### config.mk
export PLATFORM = sky130hd
export DESIGN_NAME = rich_text_word_wrap_measure
export DESIGN_NICKNAME = d
export VERILOG_FILES = /design/src/rtl/rtwwm_pkg.sv /design/src/rtl/rich_text_word_wrap_measure.sv
export SDC_FILE = /design/constraint.sdc
export NUM_CORES = 2
export LEC_CHECK = 0
export ABC_AREA = 1
export BUFFER_PORTS_ARGS = -buffer_cell sky130_fd_sc_hd__buf_2
export CORE_MARGIN = 2
export CORE_UTILIZATION = 46
export CTS_BUF_LIST = sky130_fd_sc_hd__clkbuf_8
export CTS_CLUSTER_SIZE = 25
export DETAILED_ROUTE_END_ITERATION = 6
export SYNTH_ARGS = -nofsm -noshare
export SYNTH_HDL_FRONTEND = slang
export SYNTH_SLANG_ARGS = --single-unit
### constraint.sdc
create_clock -name clk -period 12.75 [get_ports clk]
set_input_delay 2.55 -clock clk [delete_from_list [all_inputs] [get_ports clk]]
set_output_delay 2.55 -clock clk [all_outputs]
set_load 0.02 [all_outputs]
### src/rtl/rtwwm_pkg.sv
// Shared types, constants and helper functions of the rich text word wrap measurement block.
package rtwwm_pkg;

    localparam int WORD_GLYPHS = 32;
    localparam int TAG_LEN = 11;
    localparam int EPSILON_FIXED = 1;
    localparam int FILL_W = $clog2(WORD_GLYPHS + 1);
    localparam int WADDR_W = $clog2(WORD_GLYPHS);
    localparam int TFILL_W = 4;
    localparam int TADDR_W = 4;

    localparam logic [9:0]  ROW_MAX = 10'd1023;
    localparam logic [10:0] TALLY_MAX = 11'd1024;
    localparam logic [15:0] COUNT_MAX = 16'hFFFF;
    localparam logic [24:0] SAT25 = 25'h1FFFFFF;

    localparam logic [20:0] CH_SPACE = 21'h20;
    localparam logic [20:0] CH_TAB = 21'h09;
    localparam logic [20:0] CH_NL = 21'h0A;
    localparam logic [20:0] CH_OPEN = 21'h5B;

    localparam logic [2:0] REG_FONT_SIZE = 3'd0;
    localparam logic [2:0] REG_SPACE_GAP = 3'd1;
    localparam logic [2:0] REG_BOX_WIDTH = 3'd2;
    localparam logic [2:0] REG_BOX_HEIGHT = 3'd3;
    localparam logic [2:0] REG_FB_ENABLED = 3'd4;
    localparam logic [2:0] REG_FB_ADVANCE = 3'd5;

    localparam logic [2:0] TAG_COLOR = 3'd0;
    localparam logic [2:0] TAG_ITALIC_ON = 3'd1;
    localparam logic [2:0] TAG_ITALIC_OFF = 3'd2;
    localparam logic [2:0] TAG_COLOR_OFF = 3'd3;
    localparam logic [2:0] TAG_OFF = 3'd4;
    localparam int TAG_KINDS = 5;

    typedef struct packed {
        logic [20:0] char_code;
        logic [15:0] advance;
        logic        present;
        logic        end_of_text;
    } char_word_t;

    typedef struct packed {
        logic [20:0] glyph_code;
        logic        use_fallback;
        logic [31:0] color;
        logic        italic;
        logic [15:0] word_index;
        logic [9:0]  row;
        logic [10:0] rows_total;
        logic        word_overflow;
        logic        is_summary;
        logic        last;
    } glyph_word_t;

    typedef struct packed {
        logic [20:0] code;
        logic        fb;
        logic [31:0] color;
        logic        italic;
    } word_entry_t;

    function automatic logic is_hex(input logic [20:0] c);
        return (c >= 21'h30 && c <= 21'h39) || (c >= 21'h61 && c <= 21'h66) ||
               (c >= 21'h41 && c <= 21'h46);
    endfunction

    function automatic logic [3:0] hex_val(input logic [20:0] c);
        logic [3:0] v;
        v = 4'd0;
        if (c >= 21'h30 && c <= 21'h39) v = 4'(c - 21'h30);
        else if (c >= 21'h61 && c <= 21'h66) v = 4'(c - 21'h57);
        else if (c >= 21'h41 && c <= 21'h46) v = 4'(c - 21'h37);
        return v;
    endfunction

    function automatic logic [3:0] tag_len(input logic [2:0] kind);
        logic [3:0] n;
        case (kind)
            TAG_COLOR:      n = 4'd11;
            TAG_ITALIC_ON:  n = 4'd3;
            TAG_ITALIC_OFF: n = 4'd4;
            TAG_COLOR_OFF:  n = 4'd4;
            TAG_OFF:        n = 4'd5;
            default:        n = 4'd0;
        endcase
        return n;
    endfunction

    // True if character c may stand at position pos of the given tag.
    function automatic logic tag_char_ok(input logic [2:0] kind, input logic [3:0] pos,
                                         input logic [20:0] c);
        logic [7:0] e;
        logic       ok;
        e = 8'h00;
        ok = 1'b0;
        case (kind)
            TAG_COLOR:
            begin
                case (pos)
                    4'd0:    e = 8'h5B;
                    4'd1:    e = 8'h63;
                    4'd2:    e = 8'h3D;
                    4'd3:    e = 8'h23;
                    4'd10:   e = 8'h5D;
                    default: e = 8'h00;
                endcase
            end
            TAG_ITALIC_ON:
            begin
                case (pos)
                    4'd0:    e = 8'h5B;
                    4'd1:    e = 8'h69;
                    4'd2:    e = 8'h5D;
                    default: e = 8'h00;
                endcase
            end
            TAG_ITALIC_OFF:
            begin
                case (pos)
                    4'd0:    e = 8'h5B;
                    4'd1:    e = 8'h2F;
                    4'd2:    e = 8'h69;
                    4'd3:    e = 8'h5D;
                    default: e = 8'h00;
                endcase
            end
            TAG_COLOR_OFF:
            begin
                case (pos)
                    4'd0:    e = 8'h5B;
                    4'd1:    e = 8'h2F;
                    4'd2:    e = 8'h63;
                    4'd3:    e = 8'h5D;
                    default: e = 8'h00;
                endcase
            end
            TAG_OFF:
            begin
                case (pos)
                    4'd0:    e = 8'h5B;
                    4'd1:    e = 8'h6F;
                    4'd2:    e = 8'h66;
                    4'd3:    e = 8'h66;
                    4'd4:    e = 8'h5D;
                    default: e = 8'h00;
                endcase
            end
            default: e = 8'h00;
        endcase
        if (kind == TAG_COLOR && pos >= 4'd4 && pos <= 4'd9) ok = is_hex(c);
        else ok = (e != 8'h00) && (c == {13'd0, e});
        return ok;
    endfunction

    function automatic logic [24:0] sat25(input logic [25:0] v);
        return v[25] ? SAT25 : v[24:0];
    endfunction

endpackage

### src/rtl/rich_text_word_wrap_measure.sv
// Top level of the rich text word wrap measurement block: tag parser, word buffer and wrapper.
//
//  Channel  Direction  Handshake                Word
//  char     in         char_valid / char_stall   rtwwm_pkg::char_word_t
//  glyph    out        glyph_valid / glyph_stall rtwwm_pkg::glyph_word_t
//  cfg      in         cfg_we                    cfg_index, cfg_data
//
// A plain text character is measured in S_TEXT and S_TADD; a character held as a possible tag is checked in S_MATCH.
// Closing a word runs S_CLOSE and S_CLOSE2, then S_EMIT and S_EMIT_OUT for each buffered glyph,
// as the read of the word memory is registered. A failed tag replays up to eleven characters.
// Reset clears all control state at once; the word memory needs no clearing.
// The last word of an item waits in a hold register until the item is known to be done,
// so a stalled output port stops the sequencer only when both output registers are full.
module rich_text_word_wrap_measure (
    input  logic                   clk,
    input  logic                   rst_n,
    input  logic                   char_valid,
    output logic                   char_stall,
    input  rtwwm_pkg::char_word_t  char_word,
    output logic                   glyph_valid,
    input  logic                   glyph_stall,
    output rtwwm_pkg::glyph_word_t glyph_word,
    input  logic                   cfg_we,
    input  logic [2:0]             cfg_index,
    input  logic [23:0]            cfg_data
);

    localparam logic [3:0] S_IDLE = 4'd0;
    localparam logic [3:0] S_MATCH = 4'd1;
    localparam logic [3:0] S_RP = 4'd2;
    localparam logic [3:0] S_TEXT = 4'd3;
    localparam logic [3:0] S_TADD = 4'd4;
    localparam logic [3:0] S_CLOSE = 4'd5;
    localparam logic [3:0] S_CLOSE2 = 4'd6;
    localparam logic [3:0] S_POST = 4'd7;
    localparam logic [3:0] S_EMIT = 4'd8;
    localparam logic [3:0] S_EMIT_OUT = 4'd9;
    localparam logic [3:0] S_END = 4'd10;
    localparam logic [3:0] S_SUM = 4'd11;
    localparam logic [3:0] S_FIN = 4'd12;

    localparam logic [1:0] ER_CLOSE = 2'd0;
    localparam logic [1:0] ER_TEXT = 2'd1;
    localparam logic [1:0] ER_SUM = 2'd2;

    logic [15:0] font_size_reg, font_size_next;
    logic [23:0] space_gap_reg, space_gap_next;
    logic [23:0] box_width_reg, box_width_next;
    logic [23:0] box_height_reg, box_height_next;
    logic        fb_en_reg, fb_en_next;
    logic [15:0] fb_adv_reg, fb_adv_next;

    logic [3:0]  state_reg, state_next;
    logic        rp_mode_reg, rp_mode_next;
    logic        rp_end_reg, rp_end_next;
    logic [1:0]  emit_ret_reg, emit_ret_next;
    logic        close_end_reg, close_end_next;
    logic        close_nl_reg, close_nl_next;
    logic        too_reg, too_next;

    logic [24:0] pen_x_reg, pen_x_next;
    logic [24:0] pen_y_reg, pen_y_next;
    logic [9:0]  row_now_reg, row_now_next;
    logic [10:0] row_tally_reg, row_tally_next;
    logic [24:0] acc_reg, acc_next;
    logic [rtwwm_pkg::FILL_W-1:0] word_fill_reg, word_fill_next;
    logic [15:0] word_counter_reg, word_counter_next;
    logic [31:0] color_now_reg, color_now_next;
    logic        italic_reg, italic_next;
    logic        tags_en_reg, tags_en_next;
    logic [rtwwm_pkg::TFILL_W-1:0] tag_fill_reg, tag_fill_next;
    logic        halted_reg, halted_next;
    logic        word_drop_reg, word_drop_next;
    logic        text_drop_reg, text_drop_next;
    logic [rtwwm_pkg::TFILL_W-1:0] rp_k_reg, rp_k_next;
    logic [rtwwm_pkg::TFILL_W-1:0] rp_n_reg, rp_n_next;
    logic [rtwwm_pkg::FILL_W-1:0] emit_i_reg, emit_i_next;
    logic        pend_v_reg, pend_v_next;
    logic        out_v_reg, out_v_next;

    logic [20:0] cur_code_reg, cur_code_next;
    logic [15:0] cur_adv_reg, cur_adv_next;
    logic        cur_pr_reg, cur_pr_next;
    logic [17:0] glyph_w_reg, glyph_w_next;
    logic [25:0] ww_reg, ww_next;
    logic [9:0]  emit_row_reg, emit_row_next;
    rtwwm_pkg::glyph_word_t pend_reg, pend_next;
    rtwwm_pkg::glyph_word_t out_reg, out_next;

    logic [20:0] tag_code_reg [rtwwm_pkg::TAG_LEN];
    logic [15:0] tag_adv_reg [rtwwm_pkg::TAG_LEN];
    logic        tag_pr_reg [rtwwm_pkg::TAG_LEN];
    logic        tag_we;
    logic [rtwwm_pkg::TADDR_W-1:0] tag_waddr;
    logic [20:0] tag_wcode;
    logic [15:0] tag_wadv;
    logic        tag_wpr;

    rtwwm_pkg::word_entry_t word_mem [rtwwm_pkg::WORD_GLYPHS];
    rtwwm_pkg::word_entry_t mem_rdata;
    rtwwm_pkg::word_entry_t mem_wdata;
    logic        mem_we;
    logic        mem_re;
    logic [rtwwm_pkg::WADDR_W-1:0] mem_waddr;
    logic [rtwwm_pkg::WADDR_W-1:0] mem_raddr;

    logic [3:0]  text_ret;
    logic        out_free;
    logic        can_prod;
    logic        prod_fire;
    rtwwm_pkg::glyph_word_t prod_word;
    logic        push_last;

    logic [rtwwm_pkg::TAG_KINDS-1:0] pat_ok;
    logic        m_partial;
    logic        m_full;
    logic [2:0]  m_kind;
    logic [15:0] a_eff;
    logic [31:0] product;
    logic [25:0] height_sum;
    logic [26:0] fit_sum;
    logic [9:0]  row_inc;
    logic [10:0] tally_inc;
    logic [20:0] ent_code;
    logic [rtwwm_pkg::TADDR_W-1:0] widx;
    logic [rtwwm_pkg::TADDR_W-1:0] rp_addr;
    logic        ent_is_open;

    assign char_stall = (state_reg != S_IDLE);
    assign glyph_valid = out_v_reg;
    assign glyph_word = out_reg;
    assign out_free = !out_v_reg || !glyph_stall;
    assign can_prod = !pend_v_reg || out_free;
    assign text_ret = rp_mode_reg ? S_RP : S_FIN;
    assign row_inc = (row_now_reg < rtwwm_pkg::ROW_MAX) ? row_now_reg + 10'd1 : row_now_reg;
    assign tally_inc = (row_tally_reg < rtwwm_pkg::TALLY_MAX) ? row_tally_reg + 11'd1
                                                               : row_tally_reg;
    assign a_eff = cur_pr_reg ? cur_adv_reg : fb_adv_reg;
    assign product = a_eff * font_size_reg;
    assign height_sum = {1'b0, pen_y_reg} + {10'd0, font_size_reg};
    assign fit_sum = {1'b0, ww_reg} + {2'b00, pen_x_reg};
    assign rp_addr = rp_k_reg;
    assign ent_code = tag_code_reg[rp_addr];
    assign ent_is_open = (ent_code == rtwwm_pkg::CH_OPEN) && tags_en_reg;

    // Tag matching against every pattern in parallel.
    always_comb
    begin
        m_partial = 1'b0;
        m_full = 1'b0;
        m_kind = rtwwm_pkg::TAG_COLOR;
        for (int p = 0; p < rtwwm_pkg::TAG_KINDS; p++)
        begin
            pat_ok[p] = (tag_fill_reg <= rtwwm_pkg::tag_len(3'(p)));
            for (int k = 0; k < rtwwm_pkg::TAG_LEN; k++)
            begin
                if (4'(k) < tag_fill_reg &&
                    !rtwwm_pkg::tag_char_ok(3'(p), 4'(k), tag_code_reg[k]))
                begin
                    pat_ok[p] = 1'b0;
                end
            end
        end
        for (int p = rtwwm_pkg::TAG_KINDS - 1; p >= 0; p--)
        begin
            if (pat_ok[p] && tag_fill_reg == rtwwm_pkg::tag_len(3'(p)))
            begin
                m_full = 1'b1;
                m_kind = 3'(p);
            end
            if (pat_ok[p] && tag_fill_reg < rtwwm_pkg::tag_len(3'(p)))
            begin
                m_partial = 1'b1;
            end
        end
    end

    always_comb
    begin
        font_size_next = font_size_reg;
        space_gap_next = space_gap_reg;
        box_width_next = box_width_reg;
        box_height_next = box_height_reg;
        fb_en_next = fb_en_reg;
        fb_adv_next = fb_adv_reg;
        if (cfg_we)
        begin
            case (cfg_index)
                rtwwm_pkg::REG_FONT_SIZE:  font_size_next = cfg_data[15:0];
                rtwwm_pkg::REG_SPACE_GAP:  space_gap_next = cfg_data;
                rtwwm_pkg::REG_BOX_WIDTH:  box_width_next = cfg_data;
                rtwwm_pkg::REG_BOX_HEIGHT: box_height_next = cfg_data;
                rtwwm_pkg::REG_FB_ENABLED: fb_en_next = cfg_data[0];
                rtwwm_pkg::REG_FB_ADVANCE: fb_adv_next = cfg_data[15:0];
                default:                   ;
            endcase
        end
    end

    always_comb
    begin
        state_next = state_reg;
        rp_mode_next = rp_mode_reg;
        rp_end_next = rp_end_reg;
        emit_ret_next = emit_ret_reg;
        close_end_next = close_end_reg;
        close_nl_next = close_nl_reg;
        too_next = too_reg;
        pen_x_next = pen_x_reg;
        pen_y_next = pen_y_reg;
        row_now_next = row_now_reg;
        row_tally_next = row_tally_reg;
        acc_next = acc_reg;
        word_fill_next = word_fill_reg;
        word_counter_next = word_counter_reg;
        color_now_next = color_now_reg;
        italic_next = italic_reg;
        tags_en_next = tags_en_reg;
        tag_fill_next = tag_fill_reg;
        halted_next = halted_reg;
        word_drop_next = word_drop_reg;
        text_drop_next = text_drop_reg;
        rp_k_next = rp_k_reg;
        rp_n_next = rp_n_reg;
        emit_i_next = emit_i_reg;
        cur_code_next = cur_code_reg;
        cur_adv_next = cur_adv_reg;
        cur_pr_next = cur_pr_reg;
        glyph_w_next = glyph_w_reg;
        ww_next = ww_reg;
        emit_row_next = emit_row_reg;
        tag_we = 1'b0;
        tag_waddr = tag_fill_reg;
        tag_wcode = char_word.char_code;
        tag_wadv = char_word.advance;
        tag_wpr = char_word.present;
        mem_we = 1'b0;
        mem_re = 1'b0;
        mem_waddr = word_fill_reg[rtwwm_pkg::WADDR_W-1:0];
        mem_raddr = emit_i_reg[rtwwm_pkg::WADDR_W-1:0];
        mem_wdata.code = cur_code_reg;
        mem_wdata.fb = !cur_pr_reg;
        mem_wdata.color = color_now_reg;
        mem_wdata.italic = italic_reg;
        prod_fire = 1'b0;
        prod_word = '0;
        push_last = 1'b0;
        widx = (tag_fill_reg >= 4'(rtwwm_pkg::TAG_LEN)) ? 4'(rtwwm_pkg::TAG_LEN - 1)
                                                        : tag_fill_reg;

        case (state_reg)
            S_IDLE:
            begin
                if (char_valid)
                begin
                    cur_code_next = char_word.char_code;
                    cur_adv_next = char_word.advance;
                    cur_pr_next = char_word.present;
                    rp_mode_next = 1'b0;
                    if (char_word.end_of_text)
                    begin
                        state_next = S_END;
                    end
                    else if (halted_reg)
                    begin
                        state_next = S_FIN;
                    end
                    else if (tag_fill_reg == '0 &&
                             !(char_word.char_code == rtwwm_pkg::CH_OPEN && tags_en_reg))
                    begin
                        state_next = S_TEXT;
                    end
                    else
                    begin
                        tag_we = 1'b1;
                        tag_waddr = widx;
                        tag_fill_next = widx + 4'd1;
                        state_next = S_MATCH;
                    end
                end
            end
            S_MATCH:
            begin
                if (m_full)
                begin
                    tag_fill_next = '0;
                    case (m_kind)
                        rtwwm_pkg::TAG_COLOR:
                            color_now_next = {8'hFF,
                                rtwwm_pkg::hex_val(tag_code_reg[8]),
                                rtwwm_pkg::hex_val(tag_code_reg[9]),
                                rtwwm_pkg::hex_val(tag_code_reg[6]),
                                rtwwm_pkg::hex_val(tag_code_reg[7]),
                                rtwwm_pkg::hex_val(tag_code_reg[4]),
                                rtwwm_pkg::hex_val(tag_code_reg[5])};
                        rtwwm_pkg::TAG_ITALIC_ON:  italic_next = 1'b1;
                        rtwwm_pkg::TAG_ITALIC_OFF: italic_next = 1'b0;
                        rtwwm_pkg::TAG_COLOR_OFF:  color_now_next = '1;
                        default:                   tags_en_next = 1'b0;
                    endcase
                    state_next = S_FIN;
                end
                else if (m_partial)
                begin
                    state_next = S_FIN;
                end
                else
                begin
                    rp_n_next = tag_fill_reg;
                    rp_k_next = '0;
                    tag_fill_next = '0;
                    rp_end_next = 1'b0;
                    state_next = S_RP;
                end
            end
            S_RP:
            begin
                if (rp_k_reg >= rp_n_reg || (rp_k_reg != '0 && halted_reg))
                begin
                    state_next = rp_end_reg ? S_END : S_FIN;
                end
                else if (rp_k_reg == '0 || (tag_fill_reg == '0 && !ent_is_open))
                begin
                    cur_code_next = ent_code;
                    cur_adv_next = tag_adv_reg[rp_addr];
                    cur_pr_next = tag_pr_reg[rp_addr];
                    rp_mode_next = 1'b1;
                    rp_k_next = rp_k_reg + 4'd1;
                    state_next = S_TEXT;
                end
                else
                begin
                    tag_we = 1'b1;
                    tag_waddr = tag_fill_reg;
                    tag_wcode = ent_code;
                    tag_wadv = tag_adv_reg[rp_addr];
                    tag_wpr = tag_pr_reg[rp_addr];
                    tag_fill_next = tag_fill_reg + 4'd1;
                    rp_k_next = rp_k_reg + 4'd1;
                end
            end
            S_TEXT:
            begin
                if (halted_reg)
                begin
                    state_next = text_ret;
                end
                else if (height_sum > {2'b00, box_height_reg})
                begin
                    halted_next = 1'b1;
                    emit_row_next = '0;
                    emit_ret_next = ER_TEXT;
                    emit_i_next = '0;
                    state_next = S_EMIT;
                end
                else if (cur_code_reg == rtwwm_pkg::CH_SPACE ||
                         cur_code_reg == rtwwm_pkg::CH_TAB ||
                         cur_code_reg == rtwwm_pkg::CH_NL)
                begin
                    close_nl_next = (cur_code_reg == rtwwm_pkg::CH_NL);
                    close_end_next = 1'b0;
                    state_next = S_CLOSE;
                end
                else if (!cur_pr_reg && !fb_en_reg)
                begin
                    state_next = text_ret;
                end
                else
                begin
                    glyph_w_next = product[31:14];
                    if (word_fill_reg < rtwwm_pkg::FILL_W'(rtwwm_pkg::WORD_GLYPHS))
                    begin
                        mem_we = 1'b1;
                        word_fill_next = word_fill_reg + 1'b1;
                    end
                    else
                    begin
                        word_drop_next = 1'b1;
                        text_drop_next = 1'b1;
                    end
                    state_next = S_TADD;
                end
            end
            S_TADD:
            begin
                acc_next = rtwwm_pkg::sat25({1'b0, acc_reg} + {8'd0, glyph_w_reg});
                state_next = text_ret;
            end
            S_CLOSE:
            begin
                if (pen_x_reg <= 25'(rtwwm_pkg::EPSILON_FIXED))
                    ww_next = {1'b0, acc_reg};
                else
                    ww_next = {2'b00, space_gap_reg} + {1'b0, acc_reg};
                state_next = S_CLOSE2;
            end
            S_CLOSE2:
            begin
                too_next = fit_sum > {3'b000, box_width_reg};
                emit_row_next = row_now_reg;
                if (fit_sum > {3'b000, box_width_reg})
                begin
                    emit_row_next = row_inc;
                    row_now_next = row_inc;
                    row_tally_next = tally_inc;
                    if (!close_end_reg)
                    begin
                        pen_x_next = '0;
                        pen_y_next = rtwwm_pkg::sat25(height_sum);
                    end
                end
                emit_ret_next = close_end_reg ? ER_SUM : ER_CLOSE;
                emit_i_next = '0;
                state_next = S_EMIT;
            end
            S_POST:
            begin
                word_fill_next = '0;
                acc_next = '0;
                word_drop_next = 1'b0;
                if (word_counter_reg < rtwwm_pkg::COUNT_MAX)
                    word_counter_next = word_counter_reg + 16'd1;
                if (close_nl_reg && !too_reg)
                begin
                    pen_x_next = '0;
                    pen_y_next = rtwwm_pkg::sat25(height_sum);
                    row_now_next = row_inc;
                    row_tally_next = tally_inc;
                end
                else
                begin
                    pen_x_next = rtwwm_pkg::sat25(ww_reg + {1'b0, pen_x_reg});
                end
                state_next = text_ret;
            end
            S_EMIT:
            begin
                if (emit_i_reg == word_fill_reg)
                begin
                    case (emit_ret_reg)
                        ER_CLOSE: state_next = S_POST;
                        ER_TEXT:  state_next = text_ret;
                        default:  state_next = S_SUM;
                    endcase
                end
                else
                begin
                    mem_re = 1'b1;
                    state_next = S_EMIT_OUT;
                end
            end
            S_EMIT_OUT:
            begin
                if (can_prod)
                begin
                    prod_fire = 1'b1;
                    prod_word.glyph_code = mem_rdata.code;
                    prod_word.use_fallback = mem_rdata.fb;
                    prod_word.color = mem_rdata.color;
                    prod_word.italic = mem_rdata.italic;
                    prod_word.word_index = word_counter_reg;
                    prod_word.row = emit_row_reg;
                    prod_word.rows_total = row_tally_reg;
                    prod_word.word_overflow = word_drop_reg;
                    emit_i_next = emit_i_reg + 1'b1;
                    state_next = S_EMIT;
                end
            end
            S_END:
            begin
                if (!halted_reg && tag_fill_reg != '0)
                begin
                    rp_n_next = tag_fill_reg;
                    rp_k_next = '0;
                    tag_fill_next = '0;
                    rp_end_next = 1'b1;
                    state_next = S_RP;
                end
                else if (!halted_reg && word_fill_reg != '0)
                begin
                    close_end_next = 1'b1;
                    rp_mode_next = 1'b0;
                    state_next = S_CLOSE;
                end
                else
                begin
                    state_next = S_SUM;
                end
            end
            S_SUM:
            begin
                if (can_prod)
                begin
                    prod_fire = 1'b1;
                    prod_word.word_index = word_counter_reg;
                    prod_word.row = row_now_reg;
                    prod_word.rows_total = row_tally_reg;
                    prod_word.word_overflow = text_drop_reg;
                    prod_word.is_summary = 1'b1;
                    pen_x_next = '0;
                    pen_y_next = '0;
                    row_now_next = '0;
                    row_tally_next = 11'd1;
                    acc_next = '0;
                    word_fill_next = '0;
                    word_counter_next = '0;
                    color_now_next = '1;
                    italic_next = 1'b0;
                    tags_en_next = 1'b1;
                    tag_fill_next = '0;
                    halted_next = 1'b0;
                    word_drop_next = 1'b0;
                    text_drop_next = 1'b0;
                    state_next = S_FIN;
                end
            end
            S_FIN:
            begin
                if (!pend_v_reg)
                begin
                    state_next = S_IDLE;
                end
                else if (out_free)
                begin
                    push_last = 1'b1;
                    state_next = S_IDLE;
                end
            end
            default: state_next = S_IDLE;
        endcase
    end

    // Output side: the newest word is held back until it is known whether it closes the item.
    always_comb
    begin
        pend_v_next = pend_v_reg;
        pend_next = pend_reg;
        out_v_next = out_v_reg && glyph_stall;
        out_next = out_reg;
        if (prod_fire)
        begin
            if (pend_v_reg)
            begin
                out_v_next = 1'b1;
                out_next = pend_reg;
            end
            pend_v_next = 1'b1;
            pend_next = prod_word;
        end
        else if (push_last)
        begin
            out_v_next = 1'b1;
            out_next = pend_reg;
            out_next.last = 1'b1;
            pend_v_next = 1'b0;
        end
    end

    always_ff @(posedge clk or negedge rst_n)
    begin
        if (!rst_n)
        begin
            font_size_reg <= 16'd4096;
            space_gap_reg <= 24'd4096;
            box_width_reg <= 24'd65535;
            box_height_reg <= 24'd65535;
            fb_en_reg <= 1'b1;
            fb_adv_reg <= 16'd8192;
            state_reg <= S_IDLE;
            rp_mode_reg <= 1'b0;
            rp_end_reg <= 1'b0;
            emit_ret_reg <= ER_CLOSE;
            close_end_reg <= 1'b0;
            close_nl_reg <= 1'b0;
            too_reg <= 1'b0;
            pen_x_reg <= '0;
            pen_y_reg <= '0;
            row_now_reg <= '0;
            row_tally_reg <= 11'd1;
            acc_reg <= '0;
            word_fill_reg <= '0;
            word_counter_reg <= '0;
            color_now_reg <= '1;
            italic_reg <= 1'b0;
            tags_en_reg <= 1'b1;
            tag_fill_reg <= '0;
            halted_reg <= 1'b0;
            word_drop_reg <= 1'b0;
            text_drop_reg <= 1'b0;
            rp_k_reg <= '0;
            rp_n_reg <= '0;
            emit_i_reg <= '0;
            pend_v_reg <= 1'b0;
            out_v_reg <= 1'b0;
        end
        else
        begin
            font_size_reg <= font_size_next;
            space_gap_reg <= space_gap_next;
            box_width_reg <= box_width_next;
            box_height_reg <= box_height_next;
            fb_en_reg <= fb_en_next;
            fb_adv_reg <= fb_adv_next;
            state_reg <= state_next;
            rp_mode_reg <= rp_mode_next;
            rp_end_reg <= rp_end_next;
            emit_ret_reg <= emit_ret_next;
            close_end_reg <= close_end_next;
            close_nl_reg <= close_nl_next;
            too_reg <= too_next;
            pen_x_reg <= pen_x_next;
            pen_y_reg <= pen_y_next;
            row_now_reg <= row_now_next;
            row_tally_reg <= row_tally_next;
            acc_reg <= acc_next;
            word_fill_reg <= word_fill_next;
            word_counter_reg <= word_counter_next;
            color_now_reg <= color_now_next;
            italic_reg <= italic_next;
            tags_en_reg <= tags_en_next;
            tag_fill_reg <= tag_fill_next;
            halted_reg <= halted_next;
            word_drop_reg <= word_drop_next;
            text_drop_reg <= text_drop_next;
            rp_k_reg <= rp_k_next;
            rp_n_reg <= rp_n_next;
            emit_i_reg <= emit_i_next;
            pend_v_reg <= pend_v_next;
            out_v_reg <= out_v_next;
        end
    end

    always_ff @(posedge clk)
    begin
        cur_code_reg <= cur_code_next;
        cur_adv_reg <= cur_adv_next;
        cur_pr_reg <= cur_pr_next;
        glyph_w_reg <= glyph_w_next;
        ww_reg <= ww_next;
        emit_row_reg <= emit_row_next;
        pend_reg <= pend_next;
        out_reg <= out_next;
    end

    always_ff @(posedge clk)
    begin
        if (tag_we)
        begin
            tag_code_reg[tag_waddr] <= tag_wcode;
            tag_adv_reg[tag_waddr] <= tag_wadv;
            tag_pr_reg[tag_waddr] <= tag_wpr;
        end
    end

    always_ff @(posedge clk)
    begin
        if (mem_we)
            word_mem[mem_waddr] <= mem_wdata;
    end

    always_ff @(posedge clk)
    begin
        if (mem_re)
            mem_rdata <= word_mem[mem_raddr];
    end

    assert property (@(posedge clk) disable iff (!rst_n)
        word_fill_reg <= rtwwm_pkg::FILL_W'(rtwwm_pkg::WORD_GLYPHS))
        else $error("word buffer fill beyond its depth");

    assert property (@(posedge clk) disable iff (!rst_n)
        tag_fill_reg <= 4'(rtwwm_pkg::TAG_LEN))
        else $error("tag buffer fill beyond its depth");

    assert property (@(posedge clk) disable iff (!rst_n)
        row_tally_reg == {1'b0, row_now_reg} + 11'd1)
        else $error("row count and current row out of step");

    assert property (@(posedge clk) disable iff (!rst_n)
        state_reg == S_IDLE |-> !pend_v_reg)
        else $error("held word left behind after an item finished");

endmodule
==> metrics.txt <==
Startpoint Class=flop; Top Ports=168; GRT Overall Usage=26.21%; sequential fraction of the synthesis area=64.51%; Final Skew=0.1635 ns; slowest CP cell=edfxtp_1; Largest register FFs=1504; Final Hold Fails=0; First-pass DRT Iterations=7; status=finished, violations left; Worst Path Max Fanout=37; WS Path Type=reg -> reg; clk_lat worst skew=1.15 ns; count leader, synth=edfxtp_1; Synth Area per Inst=11.14 um^2; post-synth cell types=59; worst slack, placed=5.220 ns; P_leak=50.02 nW; layout cells sized above 1=9.786%; Cell Chain, Critical Path=inv_1 > buf_4 > or2_2 > o21ai_1 > inv_1 > nand2_1 > fa_1 > inv_1 > fa_1 > ha_1 > fa_1 > fa_1 > inv_1 > fa_1 > inv_1 > ha_1 > a21oi_1 > o21a_1 > a21boi_0 > o21ai_0 > a21oi_1 > o21ai_0 > xor2_1; top cells by count, synth=edfxtp_1, nor2_1, nand2_1; VDD IR-drop max=604.5 uV; RSZ-0062 raised after global routing=false; Routed Antenna Nets=0; Area growth, synth to finish=10.61%; Non-Filler Instances=14730; Hold-fix buffers, CTS=0; Slew HR=-0.9590%; Yosys top cell area share=58.55%; Initial Util=46.23%; H-tree levels=5; CTS max path bufs=4; clk sinks=2624; final setup margin=5.065 ns; TritonCTS clock tree=built; number of global-route vias before repair=81210; antenna violations before repair=21; first-pass GRT wire length=524.2 mm; fin crit period=7.685 ns; FFs w/ async S/R, synth=10.79%; post-DR vias/cell=5.764; f_max=130.1 MHz; area leader, netlist=edfxtp_1; CP Capture Type=flop; post-CTS sizing=0; estimated wirelength of the detail-placed design=215.4 mm; PortBufs=167; Min-Delay Path Class=reg -> reg; Die Wd=514.9 um; Mapped Nets=11310; routed via count=84890; CP delay by family, top=adder cells; wire length per cell=24.12 um; final period utilization=60.27%; Slew Viols, Final=1; pin count of the biggest net entering global routing=212; number of flops mapped to enable cells by yosys=2341; CP required=13.49 ns; TritonCTS Buffers=428; Setup TNS=0 ns; synthesized flop and latch total=2624; Synth Cell Area=120100 um^2; DIE AREA=265100 um^2; gr ovfl total=0; Worst Hold Slack=0.3547 ns; CTS root buf=clkbuf_8; register clock-pin slew on the reported worst setup and hold paths=0.06 ns; MaxCap Viol Count=1; chip height=514.9 um; number of post-CTS setup repair buffers=0; Yosys Warn Count=0; DRC=2; ranking of synthesized cells by area=edfxtp_1, o21ai_0, nor2_1; Slew @ Worst Pin=1.499 ns; failing checks=design-rule violations, max-capacitance violations, max-slew violations; Initial DRC Count=9364; WL final=355.2 mm; Top FF cell, synth=edfxtp_1; core area=259700 um^2; fillers=22790; dpl cells=13940; Cell Pwr Density=275.1 nW/um^2; RePlAce Congestion=0.9581; Net count, final=11500; WP data arrival=8.42 ns; Setup violations, final=0; Cell Rows=187; Gate Count Post-Synth=10780; Worst Path Buf+Inv=6; Max stage delay on crit path=0.71 ns; R2R Setup Slk=5.07 ns
stage by stage:
step / power [mW] / instance area [um^2] / utilization, %
floorplan: 23.86 / 120100 / -
global placement: 29.38 / 124500 / 47.95
detailed placement: 29.51 / 124500 / 47.95
CTS: 36.71 / 132800 / 51.13
global route: 39.38 / 132800 / 51.14
finish: 36.54 / 132800 / 51.14
worst register-to-register path: cells and delay by family, from the launching register on:
| family | cells | cell delay [ns] |
|---|---|---|
| flops | 1 | 0.71 |
| simple gates | 2 | 0.51 |
| compound gates | 7 | 1.69 |
| fa+ha+maj | 7 | 3.13 |
| buf+inv | 6 | 1.18 |
| xor+xnor | 1 | 0.15 |
final timing paths:
| check | from | endpoint | cells past startpoint |
|---|---|---|---|
| min | pend_reg[46] | glyph_word[46] | 0 |
| min reg2reg | pend_reg[46] | glyph_word[46] | 0 |
| max reg2reg | cur_pr_reg | glyph_w_reg[5] | 23 |
| min in group asynchronous | rst_n | box_width_reg[16] | 1 |
| max | cur_pr_reg | glyph_w_reg[5] | 23 |
| max in group asynchronous | rst_n | emit_i_reg[0] | 2 |
kinds of logic (layout without fill, tap and decap cells):
logic type / after synthesis / count (layout) / synth area share (%)
simple gates: 3722 / 3722 / 12.65
buf+inv: 1447 / 1992 / 4.675
compound gates: 2416 / 2416 / 11.34
fa+ha+maj: 462 / 462 / 6.046
flops: 2624 / 2624 / 64.51
xor+xnor: 106 / 106 / 0.7732
other cells: 0 / 3 / 0
layout by cell type, fill, tap and decap left out, types with 45 or more instances in the layout:
| cell | synthesis | routed |
|---|---|---|
| o221ai_1 | 145 | 145 |
| inv_1 | 879 | 1011 |
| buf_2 | 34 | 166 |
| a21oi_1 | 265 | 264 |
| o21ai_1 | 49 | 46 |
| o21ai_0 | 1442 | 1441 |
| nor2_1 | 1570 | 1516 |
| o211ai_1 | 109 | 109 |
| nand2_1 | 1473 | 1473 |
| edfxtp_1 | 2341 | 2341 |
| nand3_1 | 376 | 376 |
| dfrtp_1 | 221 | 214 |
| nor2_4 | 3 | 55 |
| or2_2 | 45 | 45 |
| o22ai_1 | 279 | 279 |
| nand4_1 | 127 | 127 |
| nor3_1 | 61 | 61 |
| fa_1 | 197 | 197 |
| xor2_1 | 74 | 74 |
| clkinv_1 | 12 | 97 |
| clkbuf_8 | 0 | 458 |
| clkinv_2 | 0 | 58 |
| buf_4 | 15 | 138 |
| ha_1 | 265 | 265 |
| dfstp_2 | 62 | 62 |
where the power goes:
| part | total [mW] | internal, mW | leakage [nW] | switching (mW) |
|---|---|---|---|---|
| sequential | 12.1 | 11.2 | 24.9 | 0.894 |
| clock | 7.11 | 3.64 | 4.72 | 3.47 |
| combinational | 17.3 | 5.69 | 20.4 | 11.7 |
| total | 36.5 | 20.5 | 50.0 | 16.0 |
area by class of cell:
cell class                      instances  area [um^2]  share of cell area [%]
Multi-Input combinational cell       6706        37440                   28.20
Inverter                              901         3411                   2.568
Antenna cell                            3        7.507                0.005653
Tap cell                             3402         4257                   3.205
Timing Repair Buffer                  308         1942                   1.462
Clock inverter                        325         1962                   1.477
Sequential cell                      2624        77480                   58.34
Clock buffer                          458         6304                   4.746
per-layer routing:
layer	track usage [%]	wire, um	up-vias	part of all wire [%]
met2	40.66	161400	3783	45
met5	0	23	-	0.0065
met4	7.116	8991	6	2.5
met1	37.85	153100	42200	43
met3	4.872	31690	558	8.9
li1	-	-	38340	-
(Power assumes the default switching activity.)
